`config.mk`:
```
export PLATFORM = sky130hd
export DESIGN_NAME = redundant_sensor_health_monitor_core
export DESIGN_NICKNAME = d
export VERILOG_FILES = /design/src/design/rshm_pkg.sv /design/src/design/rshm_lane.sv /design/src/design/rshm_merge.sv /design/src/design/redundant_sensor_health_monitor_core.sv
export VERILOG_INCLUDE_DIRS = /design/src /design/src/design
export SDC_FILE = /design/constraint.sdc
export NUM_CORES = 1
export LEC_CHECK = 0
export BUFFER_PORTS_ARGS = -buffer_cell sky130_fd_sc_hd__clkbuf_2
export CAP_MARGIN = 20
export CORE_UTILIZATION = 40
export DETAILED_ROUTE_END_ITERATION = 10
export GPL_TIMING_DRIVEN = 0
export MAX_ROUTING_LAYER = met4
export PLACE_DENSITY = 0.62
export SETUP_SLACK_MARGIN = 0.1
export SLEW_MARGIN = 20
export SYNTH_ARGS = -nofsm -noshare
export SYNTH_HDL_FRONTEND = slang
export SYNTH_HIERARCHICAL = 1
export SYNTH_SLANG_ARGS = --single-unit
```
`constraint.sdc`:
```
create_clock -name clk -period 10.25 [get_ports clk]
set_input_delay 2.05 -clock clk [delete_from_list [all_inputs] [get_ports clk]]
set_output_delay 2.05 -clock clk [all_outputs]
set_load 0.02 [all_outputs]
```
`src/design/redundant_sensor_health_monitor_core_assert.svh`:
```
// Assertion helpers for the monitor core RTL.
`ifndef REDUNDANT_SENSOR_HEALTH_MONITOR_CORE_ASSERT_SVH
`define REDUNDANT_SENSOR_HEALTH_MONITOR_CORE_ASSERT_SVH

// Same-cycle implication, checked on every rising edge out of reset.
`define RSHM_ASSERT_IMP(label, clk, rst_n, ante, cons, msg) \
    label: assert property (@(posedge clk) disable iff (!rst_n) (ante) |-> (cons)) \
        else $error(msg);

// Next-cycle implication, checked on every rising edge out of reset.
`define RSHM_ASSERT_NXT(label, clk, rst_n, ante, cons, msg) \
    label: assert property (@(posedge clk) disable iff (!rst_n) (ante) |=> (cons)) \
        else $error(msg);

`endif

```
`src/design/rshm_pkg.sv`:
```
`default_nettype none

package rshm_pkg;

    // Number of redundant sensor slots carried by one request.
    localparam int SLOT_COUNT = 4;

    // Field widths.
    localparam int ID_W     = 32;
    localparam int INCONS_W = 16;
    localparam int LEVEL_W  = 15;
    localparam int RATIO_W  = 12;
    localparam int HOLD_W   = 24;
    localparam int TIME_W   = 48;
    localparam int CFG_IDX_W  = 2;
    localparam int CFG_DATA_W = 24;

    // Q4.8 value of 1.0.
    localparam logic [RATIO_W-1:0] RATIO_ONE = RATIO_W'(256);

    // Configuration register indexes.
    typedef enum logic [CFG_IDX_W-1:0] {
        CFG_WARN_LEVEL     = 2'd0,
        CFG_CRITICAL_LEVEL = 2'd1,
        CFG_MARGIN_RATIO   = 2'd2,
        CFG_HOLD_TIME_US   = 2'd3
    } cfg_idx_t;

    // Configuration reset values.
    localparam logic [LEVEL_W-1:0] WARN_LEVEL_RST     = LEVEL_W'(256);
    localparam logic [LEVEL_W-1:0] CRITICAL_LEVEL_RST = LEVEL_W'(512);
    localparam logic [RATIO_W-1:0] MARGIN_RATIO_RST   = RATIO_W'(204);
    localparam logic [HOLD_W-1:0]  HOLD_TIME_US_RST   = HOLD_W'(1000000);

    // Severity codes.
    typedef enum logic [1:0] {
        SEV_INFO     = 2'd0,
        SEV_WARN     = 2'd1,
        SEV_CRITICAL = 2'd2
    } sev_t;

    // What one slot lane reports.
    typedef struct packed {
        logic               populated;
        logic               unhealthy;
        logic               primary_bad;
        logic [LEVEL_W-1:0] incons;     // clamped at zero, zero when empty
    } lane_res_t;

    // What the merge stage reports for one request.
    typedef struct packed {
        logic raw_failure;
        sev_t severity;
        logic low_margin;
    } merge_res_t;

endpackage

`default_nettype wire

```
`src/design/rshm_lane.sv`:
```
`default_nettype none

module rshm_lane (
    input  wire logic [rshm_pkg::ID_W-1:0]            id,
    input  wire logic [rshm_pkg::ID_W-1:0]            primary_dev,
    input  wire logic                                 healthy,
    input  wire logic signed [rshm_pkg::INCONS_W-1:0] incons,
    output rshm_pkg::lane_res_t                       res
);
    import rshm_pkg::*;

    logic populated;

    // Skip empty slots; flag unhealthy ones and a bad primary.
    assign populated = (id != '0);

    // Clamp negative inconsistency to zero; empty slot contributes zero.
    assign res = '{
        populated:   populated,
        unhealthy:   populated && !healthy,
        primary_bad: populated && !healthy && (id == primary_dev),
        incons:      (!populated || incons[INCONS_W-1]) ? '0 : incons[LEVEL_W-1:0]
    };

endmodule

`default_nettype wire

```
`src/design/rshm_merge.sv`:
```
`default_nettype none

module rshm_merge (
    input  wire rshm_pkg::lane_res_t           lanes [rshm_pkg::SLOT_COUNT],
    input  wire logic [rshm_pkg::LEVEL_W-1:0]  warn_level,
    input  wire logic [rshm_pkg::LEVEL_W-1:0]  critical_level,
    input  wire logic [rshm_pkg::RATIO_W-1:0]  margin_ratio,
    output rshm_pkg::merge_res_t               res
);
    import rshm_pkg::*;

    localparam int PROD_W = RATIO_W + LEVEL_W;

    logic [SLOT_COUNT-1:0] pop_vec;
    logic [SLOT_COUNT-1:0] unh_vec;
    logic [SLOT_COUNT-1:0] pbad_vec;
    logic [LEVEL_W-1:0]    max_incons;
    logic                  all_bad;
    logic                  over_crit;
    logic                  over_warn;
    logic [LEVEL_W-1:0]    range;
    logic                  range_pos;
    logic [LEVEL_W-1:0]    over_amt;
    logic [PROD_W-1:0]     info_thr;
    logic [PROD_W-1:0]     warn_thr;
    logic                  info_low;
    logic                  warn_low;
    logic                  low_sel;
    sev_t                  sev;

    // Gather lane flags and take the largest inconsistency.
    always_comb
    begin
        max_incons = '0;
        for (int i = 0; i < SLOT_COUNT; i++)
        begin
            pop_vec[i]  = lanes[i].populated;
            unh_vec[i]  = lanes[i].unhealthy;
            pbad_vec[i] = lanes[i].primary_bad;
            if (lanes[i].incons > max_incons)
            begin
                max_incons = lanes[i].incons;
            end
        end
    end

    // Classify severity.
    assign all_bad   = (|pop_vec) && ((pop_vec & ~unh_vec) == '0);
    assign over_crit = max_incons > critical_level;
    assign over_warn = max_incons > warn_level;

    always_comb
    begin
        if ((|pbad_vec) || all_bad || over_crit)
        begin
            sev = SEV_CRITICAL;
        end
        else if ((|unh_vec) || over_warn)
        begin
            sev = SEV_WARN;
        end
        else
        begin
            sev = SEV_INFO;
        end
    end

    // Margin thresholds by cross-multiplication.
    assign range_pos = critical_level > warn_level;
    assign range     = critical_level - warn_level;
    assign over_amt  = max_incons - warn_level;
    assign info_thr  = PROD_W'(margin_ratio) * PROD_W'(warn_level);
    assign warn_thr  = PROD_W'(margin_ratio) * PROD_W'(range);

    assign info_low = (warn_level != '0) && (PROD_W'({max_incons, 8'h00}) > info_thr);
    assign warn_low = range_pos ? (over_warn && (PROD_W'({over_amt, 8'h00}) > warn_thr))
                                : (margin_ratio < RATIO_ONE);

    // Pick the margin for the chosen severity.
    always_comb
    begin
        unique case (sev)
            SEV_INFO: low_sel = info_low;
            SEV_WARN: low_sel = warn_low;
            default:  low_sel = 1'b1;
        endcase
    end

    assign res = '{
        raw_failure: |unh_vec,
        severity:    sev,
        low_margin:  low_sel
    };

endmodule

`default_nettype wire

```
`src/design/redundant_sensor_health_monitor_core.sv`:
```
// Redundant sensor health monitor.
// Input channel (in_valid/in_ready): one request carries four slot ids, the
// primary id, a healthy mask, four signed Q8.8 inconsistencies and a 48-bit
// microsecond timestamp. Output channel (out_valid/out_ready): one result
// per request: raw_failure, ok_flag, severity and low_margin.
// Configuration: cfg_wr_en writes cfg_wdata into register cfg_index
// (0 warn_level, 1 critical_level, 2 margin_ratio, 3 hold_time_us) at once;
// write only while no request is in flight.
// Pipeline: an accepted request is registered in the lane stage, then its
// result in the output register (one lane register stage, one output
// register). Throughput: one request per cycle while out_ready is high,
// set by the four slot lanes working side by side and a hysteresis update
// in the merge stage.
// Reset: configuration returns to its defaults, the failure filter is clear
// and both pipeline stages are empty.
// Stall: with out_ready low the result holds; one more request can wait in
// the lane stage, after which in_ready drops until the result is taken.
`default_nettype none

`include "redundant_sensor_health_monitor_core_assert.svh"

module redundant_sensor_health_monitor_core (
    input  wire logic               clk,
    input  wire logic               rst_n,
    // configuration write port
    input  wire logic               cfg_wr_en,
    input  wire logic [1:0]         cfg_index,
    input  wire logic [23:0]        cfg_wdata,
    // request channel
    input  wire logic               in_valid,
    output logic                    in_ready,
    input  wire logic [31:0]        id_slot0,
    input  wire logic [31:0]        id_slot1,
    input  wire logic [31:0]        id_slot2,
    input  wire logic [31:0]        id_slot3,
    input  wire logic [31:0]        primary_device,
    input  wire logic [3:0]         healthy_mask,
    input  wire logic signed [15:0] incons_slot0,
    input  wire logic signed [15:0] incons_slot1,
    input  wire logic signed [15:0] incons_slot2,
    input  wire logic signed [15:0] incons_slot3,
    input  wire logic [47:0]        time_us,
    // result channel
    output logic                    out_valid,
    input  wire logic               out_ready,
    output logic                    raw_failure,
    output logic                    ok_flag,
    output logic [1:0]              severity,
    output logic                    low_margin
);
    import rshm_pkg::*;

    // configuration
    logic [LEVEL_W-1:0] warn_level_reg;
    logic [LEVEL_W-1:0] critical_level_reg;
    logic [RATIO_W-1:0] margin_ratio_reg;
    logic [HOLD_W-1:0]  hold_time_us_reg;

    // lanes
    logic [ID_W-1:0]            ids     [SLOT_COUNT];
    logic signed [INCONS_W-1:0] incons  [SLOT_COUNT];
    lane_res_t                  lane_res [SLOT_COUNT];

    // lane stage
    logic                s1_valid_reg;
    lane_res_t           s1_lanes_reg [SLOT_COUNT];
    logic [TIME_W-1:0]   s1_time_reg;
    logic                s1_adv;
    logic                in_fire;
    merge_res_t          merged;

    // hysteresis state
    logic                filt_reg;
    logic                filt_next;
    logic                req_reg;
    logic                req_next;
    logic [TIME_W-1:0]   req_time_reg;
    logic [TIME_W-1:0]   req_time_next;
    logic [TIME_W-1:0]   elapsed;

    // output stage
    logic                out_valid_reg;
    logic                out_valid_next;
    logic                raw_reg;
    logic                ok_reg;
    sev_t                sev_reg;
    logic                low_reg;

    // Hold configuration registers.
    always_ff @(posedge clk or negedge rst_n)
    begin
        if (!rst_n)
        begin
            warn_level_reg     <= WARN_LEVEL_RST;
            critical_level_reg <= CRITICAL_LEVEL_RST;
            margin_ratio_reg   <= MARGIN_RATIO_RST;
            hold_time_us_reg   <= HOLD_TIME_US_RST;
        end
        else if (cfg_wr_en)
        begin
            unique case (cfg_idx_t'(cfg_index))
                CFG_WARN_LEVEL:     warn_level_reg     <= cfg_wdata[LEVEL_W-1:0];
                CFG_CRITICAL_LEVEL: critical_level_reg <= cfg_wdata[LEVEL_W-1:0];
                CFG_MARGIN_RATIO:   margin_ratio_reg   <= cfg_wdata[RATIO_W-1:0];
                CFG_HOLD_TIME_US:   hold_time_us_reg   <= cfg_wdata[HOLD_W-1:0];
                default:            ;
            endcase
        end
    end

    // Spread the request over the slot lanes.
    assign ids[0]    = id_slot0;
    assign ids[1]    = id_slot1;
    assign ids[2]    = id_slot2;
    assign ids[3]    = id_slot3;
    assign incons[0] = incons_slot0;
    assign incons[1] = incons_slot1;
    assign incons[2] = incons_slot2;
    assign incons[3] = incons_slot3;

    for (genvar g = 0; g < SLOT_COUNT; g++)
    begin : g_lane
        rshm_lane u_lane (
            .id          (ids[g]),
            .primary_dev (primary_device),
            .healthy     (healthy_mask[g]),
            .incons      (incons[g]),
            .res         (lane_res[g])
        );
    end

    // Advance the pipeline.
    assign s1_adv   = s1_valid_reg && (!out_valid_reg || out_ready);
    assign in_ready = !s1_valid_reg || s1_adv;
    assign in_fire  = in_valid && in_ready;

    always_ff @(posedge clk or negedge rst_n)
    begin
        if (!rst_n)
        begin
            s1_valid_reg <= 1'b0;
        end
        else if (in_ready)
        begin
            s1_valid_reg <= in_valid;
        end
    end

    always_ff @(posedge clk)
    begin
        if (in_fire)
        begin
            s1_lanes_reg <= lane_res;
            s1_time_reg  <= time_us;
        end
    end

    // Merge what the lanes found.
    rshm_merge u_merge (
        .lanes          (s1_lanes_reg),
        .warn_level     (warn_level_reg),
        .critical_level (critical_level_reg),
        .margin_ratio   (margin_ratio_reg),
        .res            (merged)
    );

    // Filter the raw failure: hold time to set, clear at once.
    always_comb
    begin
        req_next      = req_reg;
        req_time_next = req_time_reg;
        filt_next     = filt_reg;
        if (merged.raw_failure != filt_reg)
        begin
            if (merged.raw_failure != req_reg)
            begin
                req_next      = merged.raw_failure;
                req_time_next = s1_time_reg;
            end
        end
        else
        begin
            req_next = filt_reg;
        end
        elapsed = s1_time_reg - req_time_next;
        if (req_next != filt_reg)
        begin
            if (filt_reg)
            begin
                filt_next = 1'b0;
            end
            else if (elapsed >= TIME_W'(hold_time_us_reg))
            begin
                filt_next = 1'b1;
            end
        end
    end

    always_ff @(posedge clk or negedge rst_n)
    begin
        if (!rst_n)
        begin
            filt_reg     <= 1'b0;
            req_reg      <= 1'b0;
            req_time_reg <= '0;
        end
        else if (s1_adv)
        begin
            filt_reg     <= filt_next;
            req_reg      <= req_next;
            req_time_reg <= req_time_next;
        end
    end

    // Load the result register; drop valid once taken.
    always_comb
    begin
        if (s1_adv)
        begin
            out_valid_next = 1'b1;
        end
        else if (out_ready)
        begin
            out_valid_next = 1'b0;
        end
        else
        begin
            out_valid_next = out_valid_reg;
        end
    end

    always_ff @(posedge clk or negedge rst_n)
    begin
        if (!rst_n)
        begin
            out_valid_reg <= 1'b0;
        end
        else
        begin
            out_valid_reg <= out_valid_next;
        end
    end

    always_ff @(posedge clk)
    begin
        if (s1_adv)
        begin
            raw_reg <= merged.raw_failure;
            ok_reg  <= !filt_next;
            sev_reg <= filt_next ? merged.severity : SEV_INFO;
            low_reg <= filt_next && merged.low_margin;
        end
    end

    assign out_valid   = out_valid_reg;
    assign raw_failure = raw_reg;
    assign ok_flag     = ok_reg;
    assign severity    = sev_reg;
    assign low_margin  = low_reg;

    // A clear filter reports info with high margin.
    `RSHM_ASSERT_IMP(a_ok_quiet, clk, rst_n, out_valid_reg && ok_reg, (sev_reg == SEV_INFO) && !low_reg, "ok result with nonzero severity or low margin")
    // A set filter implies a raw failure on the same update.
    `RSHM_ASSERT_IMP(a_fail_raw, clk, rst_n, out_valid_reg && !ok_reg, raw_reg, "filtered failure without raw failure")
    // Critical severity always reports low margin.
    `RSHM_ASSERT_IMP(a_crit_low, clk, rst_n, out_valid_reg && (sev_reg == SEV_CRITICAL), low_reg, "critical result with high margin")
    // The filter changes only when a request moves to the output.
    `RSHM_ASSERT_NXT(a_filt_hold, clk, rst_n, !s1_adv, $stable(filt_reg), "filter state changed without a request")

endmodule

`default_nettype wire
```
[Word level (Yosys, flattened, before mapping)]
Cells that the tools add are included.
Operators by class
  shift operators: 0
  $mul: 2
  div/mod/pow operators: 0
  bitwise logic cells: 2
  equal/unequal tests: 11
  add/subtract/negate cells: 3
  reductions and logical operators: 50
  magnitude comparators: 11
  muxes and demuxes: 17
Operator list (number)
  $eq A32 B32 Y1: 4
  $reduce_bool A32 Y1: 4
  $mux W48: 2
  $gt A15 B15 Y1: 6
  $mux W15: 4
  $gt A23 B27 Y1: 2
  $mul A12 B15 Y27: 2
  $ge A48 B24 Y1: 1
  $sub A48 B48 Y48: 1
  $sub A15 B15 Y15: 2
  $gt A15 B1 Y1 const B: 1
  $reduce_bool A15 Y1: 1
  $logic_and A1 B1 Y1: 14
  $lt A12 B9 Y1 const B: 1
  $reduce_or A4 Y1: 3
  $logic_not A1 Y1: 11
  $logic_or A1 B1 Y1: 9
  $mux W1: 9
  $reduce_and A2 Y1: 4
  $and A4 B4 Y4: 1
  $eq A2 B1 Y1 const B: 2
  $eq A2 B2 Y1 const B: 2
  $logic_not A2 Y1: 2
  $logic_not A4 Y1: 1
  other kinds (5): 7
Storage, ports and cells
  input port bits: 307
  memory bits (read-only): 0
  output and inout port bits: 7
  bits in writable memories: 0
  bits in registers: 243
  memories kept: 0
  bits in latches: 0

[Depth between registers and ports, before layout]
Gate-level depths: netlist of the first run.
  word-level depth: 15
  depth in mapped cells: 57
  gate-level depth less buffers: 54

[Modules after synthesis]
The synthesis of the first run kept the hierarchy.
Modules (own cells, without submodules)
  rshm_merge: area each 15577.4 um^2, seq. area each 0.0 um^2, times used 1, cells an instance 1939
  redundant_sensor_health_monitor_core: area each 12843.6 um^2, seq. area each 6722.7 um^2, times used 1, cells an instance 1159
  rshm_lane: area each 583.1 um^2, seq. area each 0.0 um^2, times used 4, cells an instance 74

[Least setup slack after synthesis of the first run]
Ideal clock, no wire load.
  kind: reg-to-reg
  from: register s1_lanes_reg[37] (netlist bit)
  to: register low_reg (netlist: low_margin), data pin
  path slack: 0.228 ns
  required time: 10.104 ns
  cell stages (with the launch flop): 56
  clock period less this slack: 10.022 ns
  path buffers: 4
  arrival time: 9.876 ns
  cell sequence: edfxtp_1 -> ha_1 -> nor2b_1 -> o21a_1 -> o21a_1 -> o21a_1 -> o211ai_1 -> a21oi_1 -> o21ai_2 -> mux2i_1 -> ha_1 -> nor2b_1 -> o21a_1 -> o21a_1 -> o21a_1 -> o211ai_1 -> a21oi_1 -> o21ai_2 -> [20 not listed] -> a21o_1 -> a21o_1 -> a21o_1 -> a21oi_2 -> xnor2_1 -> ha_1 -> nand4_1 -> nor2_1 -> o21ai_0 -> o21ai_0 -> o21ai_0 -> nor4_1 -> o311a_1 -> o211ai_1 -> a31oi_1 -> buf_4 -> nand2_1 -> a21oi_1
On the way
  word-level cells in the longest chain between the ends: 13
RTL lines
  start, declared: line redundant_sensor_health_monitor_core.sv:66  | lane_res_t s1_lanes_reg [SLOT_COUNT];
  start signal, assigned: line redundant_sensor_health_monitor_core.sv:153  | s1_lanes_reg <= lane_res;
  $gt A15 B15 Y1: line rshm_merge.sv:40  | if (lanes[i].incons > max_incons)
  $mux W15 (*): line rshm_merge.sv:40
  $gt A15 B15 Y1: line rshm_merge.sv:40
  $mux W15 (*): line rshm_merge.sv:40
  $gt A15 B15 Y1: line rshm_merge.sv:40
  $mux W15 (*): line rshm_merge.sv:40
  parallel branches: the longest is 5 deep, another holds $gt A23 B27 Y1
  $pmux W1 S2 (*): line rshm_merge.sv:82  | unique case (sev)
  net u_merge.low_sel: line rshm_merge.sv:28  | logic low_sel;
  $logic_and A1 B1 Y1 (*): line redundant_sensor_health_monitor_core.sv:251  | low_reg <= filt_next && merged.low_margin;
  end signal, assigned: line redundant_sensor_health_monitor_core.sv:251
  end, declared: line redundant_sensor_health_monitor_core.sv:87  | logic low_reg;
Mark *: on every way through the listed nets, which the timed path passes.
A chain may end at the register's enable or synchronous reset.

[Worst setup path after layout of the first run]
Ends and elaborated chain as after synthesis.

==> run summary, run 1 <==
The number of antenna violations at the first check in global routing was 4. The run gives 0.07800 mm^2 as the area of the die. The kind of critical path was reg -> reg. Deepest clock path buffer count: 3. The length of routed met3 wiring is 7330 um, and the per-instance average area after synthesis is 9.061 um^2. In this run, distinct cell masters in the synthesized netlist total 94. The logs give 0.59 ns for the worst-skew pair later-pin latency and 7435 for the number of fill cells in the layout. The count of nets left with antenna violations once routing finished came out at 0. The total number of H-tree levels was 1. The maximum net fanout on the critical path works out to 6.

Root cell of the clock tree: clkbuf_16. The logs give 10.77 ns for the critical path arrival and 86660 um for the detailed-placement wirelength estimate. The final max-slew violation count is 0, and the placer's final routability congestion estimate is 0.9939. The core region is 0.07595 mm^2. Row generation in the floorplan step produced 101 rows. At the pin with the least slew margin, the transition time is 1.133 ns. The flip-flop count of the largest register after layout was 72.

The highest metal layer carrying signal wires in the routed design is met4. Using the TritonRoute via totals, the vias-per-cell ratio works out to 5.499. Setup slack on the worst reg-to-reg path comes out at -0.09 ns.

The total number of yosys warnings is 6. In this run, post-CTS hold repair placed 0 buffers. The most used flip-flop cell after synthesis is edfxtp_1. Endpoint class of the critical path: a register.

The clock arrives with 0.01998 ns of skew. The checks that failed: negative setup slack. The master of the slowest instance on the critical path was edfxtp_1. For this run, design rule violations remaining after detail routing come to 0.

The post-synthesis sequential element count is 243. The cell that appears most often on the critical path is o21a_1. Based on the critical path, the design can be clocked at up to 96.67 MHz. The count of buffers added on input and output ports is 313.

The type of the most critical hold path was reg -> reg. The overflow left after global routing was 0. After the last flow step, the layout net total stands at 4668. The total met2 wirelength after detailed routing is 49820 um.

After detailed routing, the wire length on met1 is 43070 um. The tools report the initial core utilization as 40.49%. The logs give 158500 um for the global-route wire length before repair and 1 for the count of final setup violators. In this run, synthesis inferred 125 flip-flops with an integrated enable. The logs give 21.86% for the proportion of synthesized chip area in sequential cells and 0.03549 mm^2 for the post-route cell area. Buffers inserted during clock tree synthesis total 30.

The final critical path takes up 100.9% of the cycle. The required arrival time at the worst endpoint is 10.68 ns. The synthesized netlist occupies a cell area of 0.03075 mm^2. The number of global-route vias before repair was 26800. The number of detailed-routing iterations run before antenna repair was 7; the final routed wirelength across all metal layers was 104600 um.

For the setup slack of the critical path after layout, the log shows -0.09459 ns. For this design the top-level I/O count stands at 314. The number of max-cap violations was 0. The clock transition at the registers of the reported paths came out at 0.06 ns.

For the detailed-route via count, the log shows 26600. Setup repair after global routing could not meet its margin everywhere. The number of standard cells after synthesis was 3394; the die boundary height was 279.3 um. Counting flops with an async set or reset pin after synthesis yields a share of 48.56%.

TritonCTS built the clock tree. The placed cell area is 0.03371 mm^2, and the count of endpoints failing hold in the final timing report is 0. The number of DRC markers in iteration 0 was 2060. The post-route netlist has 17.40% of its cells at a drive strength greater than 1. The logs give 24.48% for the worst slew margin relative to its limit and 27.44% for the global-route usage over all layers.

The type of element launching the critical path was a register. The logs give 75 for the largest net degree at the start of global routing and 243 for the number of clock sinks seen by CTS. On the worst path, the slowest cell contributes a delay of 0.44 ns. Counting I/O delays and the setup requirement, the final critical path takes 10.34 ns.

The relative area change from synthesis to final layout was 15.39%. In this run the horizontal extent of the chip is 279.3 um. When the netlist entered floorplanning its net count stood at 4282. The routed length per placed instance works out to 21.62 um. The flow ran to the end, but the final reports show violations.
## worst max-delay path, delay by kind of cell, from the launching register on
family,cells,cell delay [ns]
AOI/OAI and AO/OA,34,6.20
adders and majority gates,5,1.29
and+or+nand+nor,8,1.14
buffers and inverters,5,0.75
DFF,1,0.44
muxes,1,0.26
xor gates and xnor gates,1,0.09
## cell families after synthesis
family,count (synthesis),share of synthesized area (%)
muxes,129,4.496
DFF,243,21.86
xor gates and xnor gates,218,6.233
AOI/OAI and AO/OA,605,12.80
adders and majority gates,583,30.10
and+or+nand+nor,1077,17.72
buffers and inverters,539,6.794
## layout by cell type (no fill, tap or decap), types with 82 or more instances in the layout
| cell type | count |
|---|---|
| and2_1 | 100 |
| ha_1 | 313 |
| a21oi_1 | 171 |
| dfrtp_1 | 104 |
| fa_1 | 262 |
| clkbuf_2 | 321 |
| clkbuf_1 | 93 |
| inv_1 | 407 |
| nor4_1 | 82 |
| nand2_1 | 430 |
| o21ai_0 | 128 |
| nor2_1 | 128 |
| xor2_1 | 168 |
| edfxtp_1 | 125 |
## synth_stat cells, drive strengths merged (5+ instances only)
| library cell | n | area share (%) |
|---|---|---|
| nand2 | 432 | 5.3 |
| inv | 408 | 5.0 |
| ha | 319 | 13 |
| fa | 262 | 17 |
| a21oi | 175 | 2.9 |
| xor2 | 168 | 4.8 |
| and2 | 161 | 3.7 |
| o21ai | 149 | 2.5 |
| nor2 | 130 | 1.6 |
| edfxtp | 125 | 12 |
| clkbuf | 106 | 1.3 |
| dfrtp | 105 | 8.5 |
| nor4 | 91 | 2.0 |
| a21o | 70 | 1.7 |
| mux2 | 70 | 2.6 |
| nand4 | 65 | 1.3 |
| mux2i | 59 | 1.9 |
| nor3 | 52 | 0.85 |
| xnor2 | 50 | 1.4 |
| nand3 | 48 | 0.78 |
| nor2b | 31 | 0.63 |
| o21a | 26 | 0.63 |
| buf | 24 | 0.51 |
| a211oi | 22 | 0.59 |
| a221oi | 20 | 0.57 |
| o211ai | 19 | 0.46 |
| and3 | 16 | 0.33 |
| o21bai | 16 | 0.39 |
| nand2b | 15 | 0.31 |
| dfstp | 13 | 1.1 |
| a2111oi | 10 | 0.28 |
| o2111ai | 10 | 0.28 |
| a211o | 9 | 0.26 |
| o31ai | 8 | 0.24 |
| a31oi | 7 | 0.14 |
| nor3b | 6 | 0.15 |
| o31a | 6 | 0.17 |
| or3 | 6 | 0.12 |
| a21boi | 5 | 0.12 |
| a31o | 5 | 0.17 |
| o22ai | 5 | 0.10 |
## final timing paths
path,from,to,depth (start not counted)
min reg2reg,req_time_reg[0]$_DFFE_PN0P_,req_time_reg[0]$_DFFE_PN0P_,2
max in group asynchronous,rst_n,warn_level_reg[1]$_DFFE_PN0P_,2
max reg2reg,s1_lanes_reg[37]$_DFFE_PP_,low_margin$_DFFE_PP_,54
min,req_time_reg[0]$_DFFE_PN0P_,req_time_reg[0]$_DFFE_PN0P_,2
min in group asynchronous,rst_n,req_time_reg[32]$_DFFE_PN0P_,1
max,s1_lanes_reg[37]$_DFFE_PP_,low_margin$_DFFE_PP_,54
## stage by stage
step / utilization (%) / setup WS [ns] / hold WS, ns / TNS [ns] / cells
global placement: 44.25 / -2.472 / 0.4594 / -2.857 / 4737
global route: 46.72 / -0.5972 / 0.4945 / -0.5972 / 4836
finish: 46.72 / -0.09459 / 0.4781 / -0.09459 / 4837
floorplan: - / 0.2278 / 0.4456 / 0 / 3394
CTS: 46.47 / -0.3314 / 0.4778 / -0.3314 / 4828
detailed placement: 44.39 / -2.404 / 0.4617 / -2.782 / 4741
## final cells by class
cell class / instances / area (um^2) / area share, %
inverter: 409 / 1535 / 4.326
tap: 1030 / 1289 / 3.632
timing repair buffer: 356 / 1974 / 5.564
clock inverter: 18 / 207.7 / 0.5853
multi-input combinational: 2612 / 22310 / 62.86
buffer: 128 / 619.3 / 1.745
sequential: 243 / 6724 / 18.95
antenna: 3 / 7.507 / 0.02116
clock buffer: 38 / 822.0 / 2.317
## layer usage
metal | vias up | GRT usage [%]
met1 | 12930 | 33.51
met3 | 185 | 4.518
met2 | 1038 | 45.31
met5 | - | -
li1 | 12450 | -
met4 | 0 | 10.52
## what timing repair did
item / CTS / global route
pin swaps: 31 / 30
buffers inserted: 32 / 7
gates resized for setup: 69 / 34
hold endpoints to repair: 0 / 0
endpoints found under the setup margin: 2 / 1
cloned: 0 / 0
Power of run 1 is not shown: default switching activity piles up to over one toggle a cycle in this logic, so the estimate is an artifact.
==> run 2, diff against run 1 <==
--- a/config.mk
+++ b/config.mk
@@ -9,6 +9,7 @@
 export BUFFER_PORTS_ARGS = -buffer_cell sky130_fd_sc_hd__clkbuf_2
 export CAP_MARGIN = 20
 export CORE_UTILIZATION = 40
+export CTS_BUF_LIST = sky130_fd_sc_hd__clkbuf_4 sky130_fd_sc_hd__clkbuf_8
 export DETAILED_ROUTE_END_ITERATION = 10
 export GPL_TIMING_DRIVEN = 0
 export MAX_ROUTING_LAYER = met4
==> run 2 against run 1 <==
Net effect: the flow still finishes with violations (negative setup slack); cell count increased by 0.68%; cell area about the same; count of clock-buffer cells in the layout increased by 25; maximum frequency decreased by 0.15%; highest routed layer unchanged.
==> run summary, run 2 (synthesis gave the netlist of run 1 again) <==
The logs give 0.03551 mm^2 (was 0.03549 mm^2) for the post-route cell area and 5 (was 7) for the number of detailed-routing iterations run before antenna repair. The tools report the hold path startpoint as req_time_reg[0]$_DFFE_PN0P_ (unchanged). For the detailed-placement wirelength estimate, the log shows 86660 um (unchanged).

Endpoint of the worst register-to-register path: low_margin$_DFFE_PP_ (unchanged). The most prevalent standard cell on the critical path is o21a_1 (unchanged). The placeable core area was 0.07595 mm^2 (unchanged); the fraction of layout instances using a drive strength above 1 was 18.19% (was 17.40%).

The count of final setup violators is 1 (unchanged). The detail-routed via count per cell was 5.481 (was 5.499). The tools report the hold path endpoint as req_time_reg[0]$_DFFE_PN0P_ (unchanged).

The logs give 159000 um (was 158500 um) for the global-route wire length before repair and 0 (unchanged) for the number of antenna-violating nets in the routed design. The fraction of the cycle the final worst path needs is 101.1% (was 100.9%), and the area of the die is 0.07800 mm^2 (unchanged). For the number of DRC markers in iteration 0, the log shows 2006 (was 2060). The number of stages on the worst hold path was 2 (unchanged). The transition time at the pin with the least slew margin is 1.243 ns (was 1.133 ns). The time the worst path needs with I/O delays and setup works out to 10.36 ns (was 10.34 ns). Setup repair after global routing could not meet its margin everywhere.

The run gives 4 (unchanged) as the number of antenna violations at the first check in global routing. The number of buffers added on ports was 313 (unchanged). The placer's final routability congestion estimate is 0.9939 (unchanged), and the required arrival time at the worst endpoint is 10.72 ns (was 10.68 ns). The largest net degree at the start of global routing is 75 (unchanged), and the post-place setup slack is -2.404 ns (unchanged).

The number of clock sinks seen by CTS is 243 (unchanged), and the deepest clock path buffer count is 3 (unchanged). The flip-flop count of the largest register after layout works out to 72 (unchanged). For the core occupancy in the finished layout, the log shows 46.76% (was 46.72%). The number of top-level design ports is 314 (unchanged). Violated checks: negative setup slack (unchanged). The delay of the slowest critical-path stage is 0.44 ns (about the same). The highest attainable clock frequency is 96.52 MHz (was 96.67 MHz), and the relative area change from synthesis to final layout is 15.48% (was 15.39%).

TritonCTS built the clock tree. The setup slack of the critical path after layout was -0.1100 ns (was -0.09459 ns). Horizontal extent of the die: 279.3 um (unchanged). The tools report the overflow left after global routing as 0 (unchanged). The tools report the root cell of the clock tree as clkbuf_8 (was clkbuf_16). Most common cell after layout, fill and taps aside: nand2_1 (unchanged). Count of endpoints failing hold in the final timing report: 0 (unchanged).

The clock transition at the registers of the reported paths was 0.06 ns (about the same). For the detailed-route via count, the log shows 26690 (was 26600). For the number of buffers inserted for hold repair after clock tree synthesis, the log shows 0 (unchanged). Commonest non-fill, non-tap cells in the layout: nand2_1, inv_1, clkbuf_2 (unchanged). Number of standard-cell rows in the floorplan: 101 (unchanged). Type of the most critical hold path: reg -> reg (unchanged). Total number of H-tree levels: 2 (was 1). The number of fill cells in the layout is 7469 (was 7435), and the initial core utilization is 40.49% (unchanged).

Type of element launching the critical path: a register (unchanged). For the final routed wirelength across all metal layers, the log shows 104900 um (was 104600 um). The run gives 27.62% (was 27.44%) as the global-route usage over all layers.

For the worst-case clock skew, the log shows 0.03681 ns (was 0.01998 ns). The tools report the endpoint class of the critical path as a register (unchanged). The die boundary height was 279.3 um (unchanged).

Origin of the worst setup path: s1_lanes_reg[37]$_DFFE_PP_ (unchanged). For the number of global-route vias before repair, the log shows 26890 (was 26800). The worst slew margin relative to its limit was 17.13% (was 24.48%). The critical path arrival came out at 10.83 ns (was 10.77 ns). The run finished, with violations left.

The kind of critical path was reg -> reg (unchanged). The routed length per placed instance was 21.53 um (was 21.62 um); the final routed DRC violation total was 0 (unchanged). The master of the slowest instance on the critical path was edfxtp_1 (unchanged). The register-to-register setup slack came out at -0.11 ns (was -0.09 ns). For the placed cell area, the log shows 0.03371 mm^2 (unchanged).

Critical path's top delay family: compound AO/OA/AOI/OAI gates (unchanged). Count of buffering cells on the critical path with inverters included: 5 (unchanged). The logs give 0 (unchanged) for the final max-slew violation count and 0.64 ns (was 0.59 ns) for the worst-skew pair later-pin latency. Maximum net fanout on the critical path: 6 (unchanged).

The number of buffers added by the clock tree synthesis step is 47 (was 30). The final net count was 4687 (was 4668). The tools report the critical register-to-register path startpoint as s1_lanes_reg[37]$_DFFE_PP_ (unchanged). The run gives 0 (unchanged) as the number of max-cap violations. The cell depth of the worst flop-to-flop path is 54 (unchanged).
==> run 2: cell count changes in the layout (fill, tap and decap cells not counted), sizes merged <==
cell / delta
clkbuf: +25
clkinv: +5
diode: -1
inv: -2
buf: +2
clkinvlp: +4
==> run 2: what timing repair did <==
| item | CTS | global route |
|---|---|---|
| setup buffers | 32 | 9 |
| gates resized for setup | 68 | 35 |
| setup endpoints to repair | 2 | 1 |
| pin swaps | 31 | 31 |
==> run 2: layer usage <==
layer	global-route usage [%]	part of all wire (%)
met2	45.54	47
met4	10.89	4.5
met5	-	0
met1	33.54	41
met3	4.744	6.8
==> run 2: through the flow <==
| step | hold WS (ns) | setup TNS (ns) | std cells |
|---|---|---|---|
| after floorplan | 0.4456 | 0 | 3394 |
| after CTS | 0.4782 | -0.3379 | 4860 |
| final | 0.4768 | -0.1100 | 4870 |
| after detailed placement | 0.4617 | -2.782 | 4741 |
| after global placement | 0.4594 | -2.857 | 4737 |
| after global routing | 0.4944 | -0.5874 | 4870 |
==> run 2: worst max path at each step <==
stage,slack [ns],depth (start not counted),to
4_1_cts,-0.34,54,low_margin$_DFFE_PP_
3_5_place_dp,-2.40,54,low_margin$_DFFE_PP_
2_1_floorplan,0.23,55,low_margin$_DFFE_PP_
6_report,-0.11,54,low_margin$_DFFE_PP_
5_1_grt,-0.59,56,low_margin$_DFFE_PP_
3_3_place_gp,-2.47,54,low_margin$_DFFE_PP_
==> run 2: cell type report <==
| class | instances | area, um^2 | share of cell area [%] |
|---|---|---|---|
| Antenna cell | 2 | 5.005 | 0.01409 |
| Buffer | 128 | 619.3 | 1.744 |
| Clock buffer | 63 | 810.8 | 2.283 |
| Clock inverter | 25 | 234.0 | 0.6588 |
| Inverter | 409 | 1535 | 4.323 |
| Multi-Input combinational cell | 2612 | 22310 | 62.81 |
| Sequential cell | 243 | 6724 | 18.93 |
| Tap cell | 1030 | 1289 | 3.629 |
| Timing Repair Buffer | 358 | 1989 | 5.602 |
==> run 2: tightest hold or removal path: stages, from the launching register on <==
cell     delay [ns]
dfrtp_1        0.34
nand2_1        0.05
nand2_1        0.06
Power of run 2 is left out for the same reason.
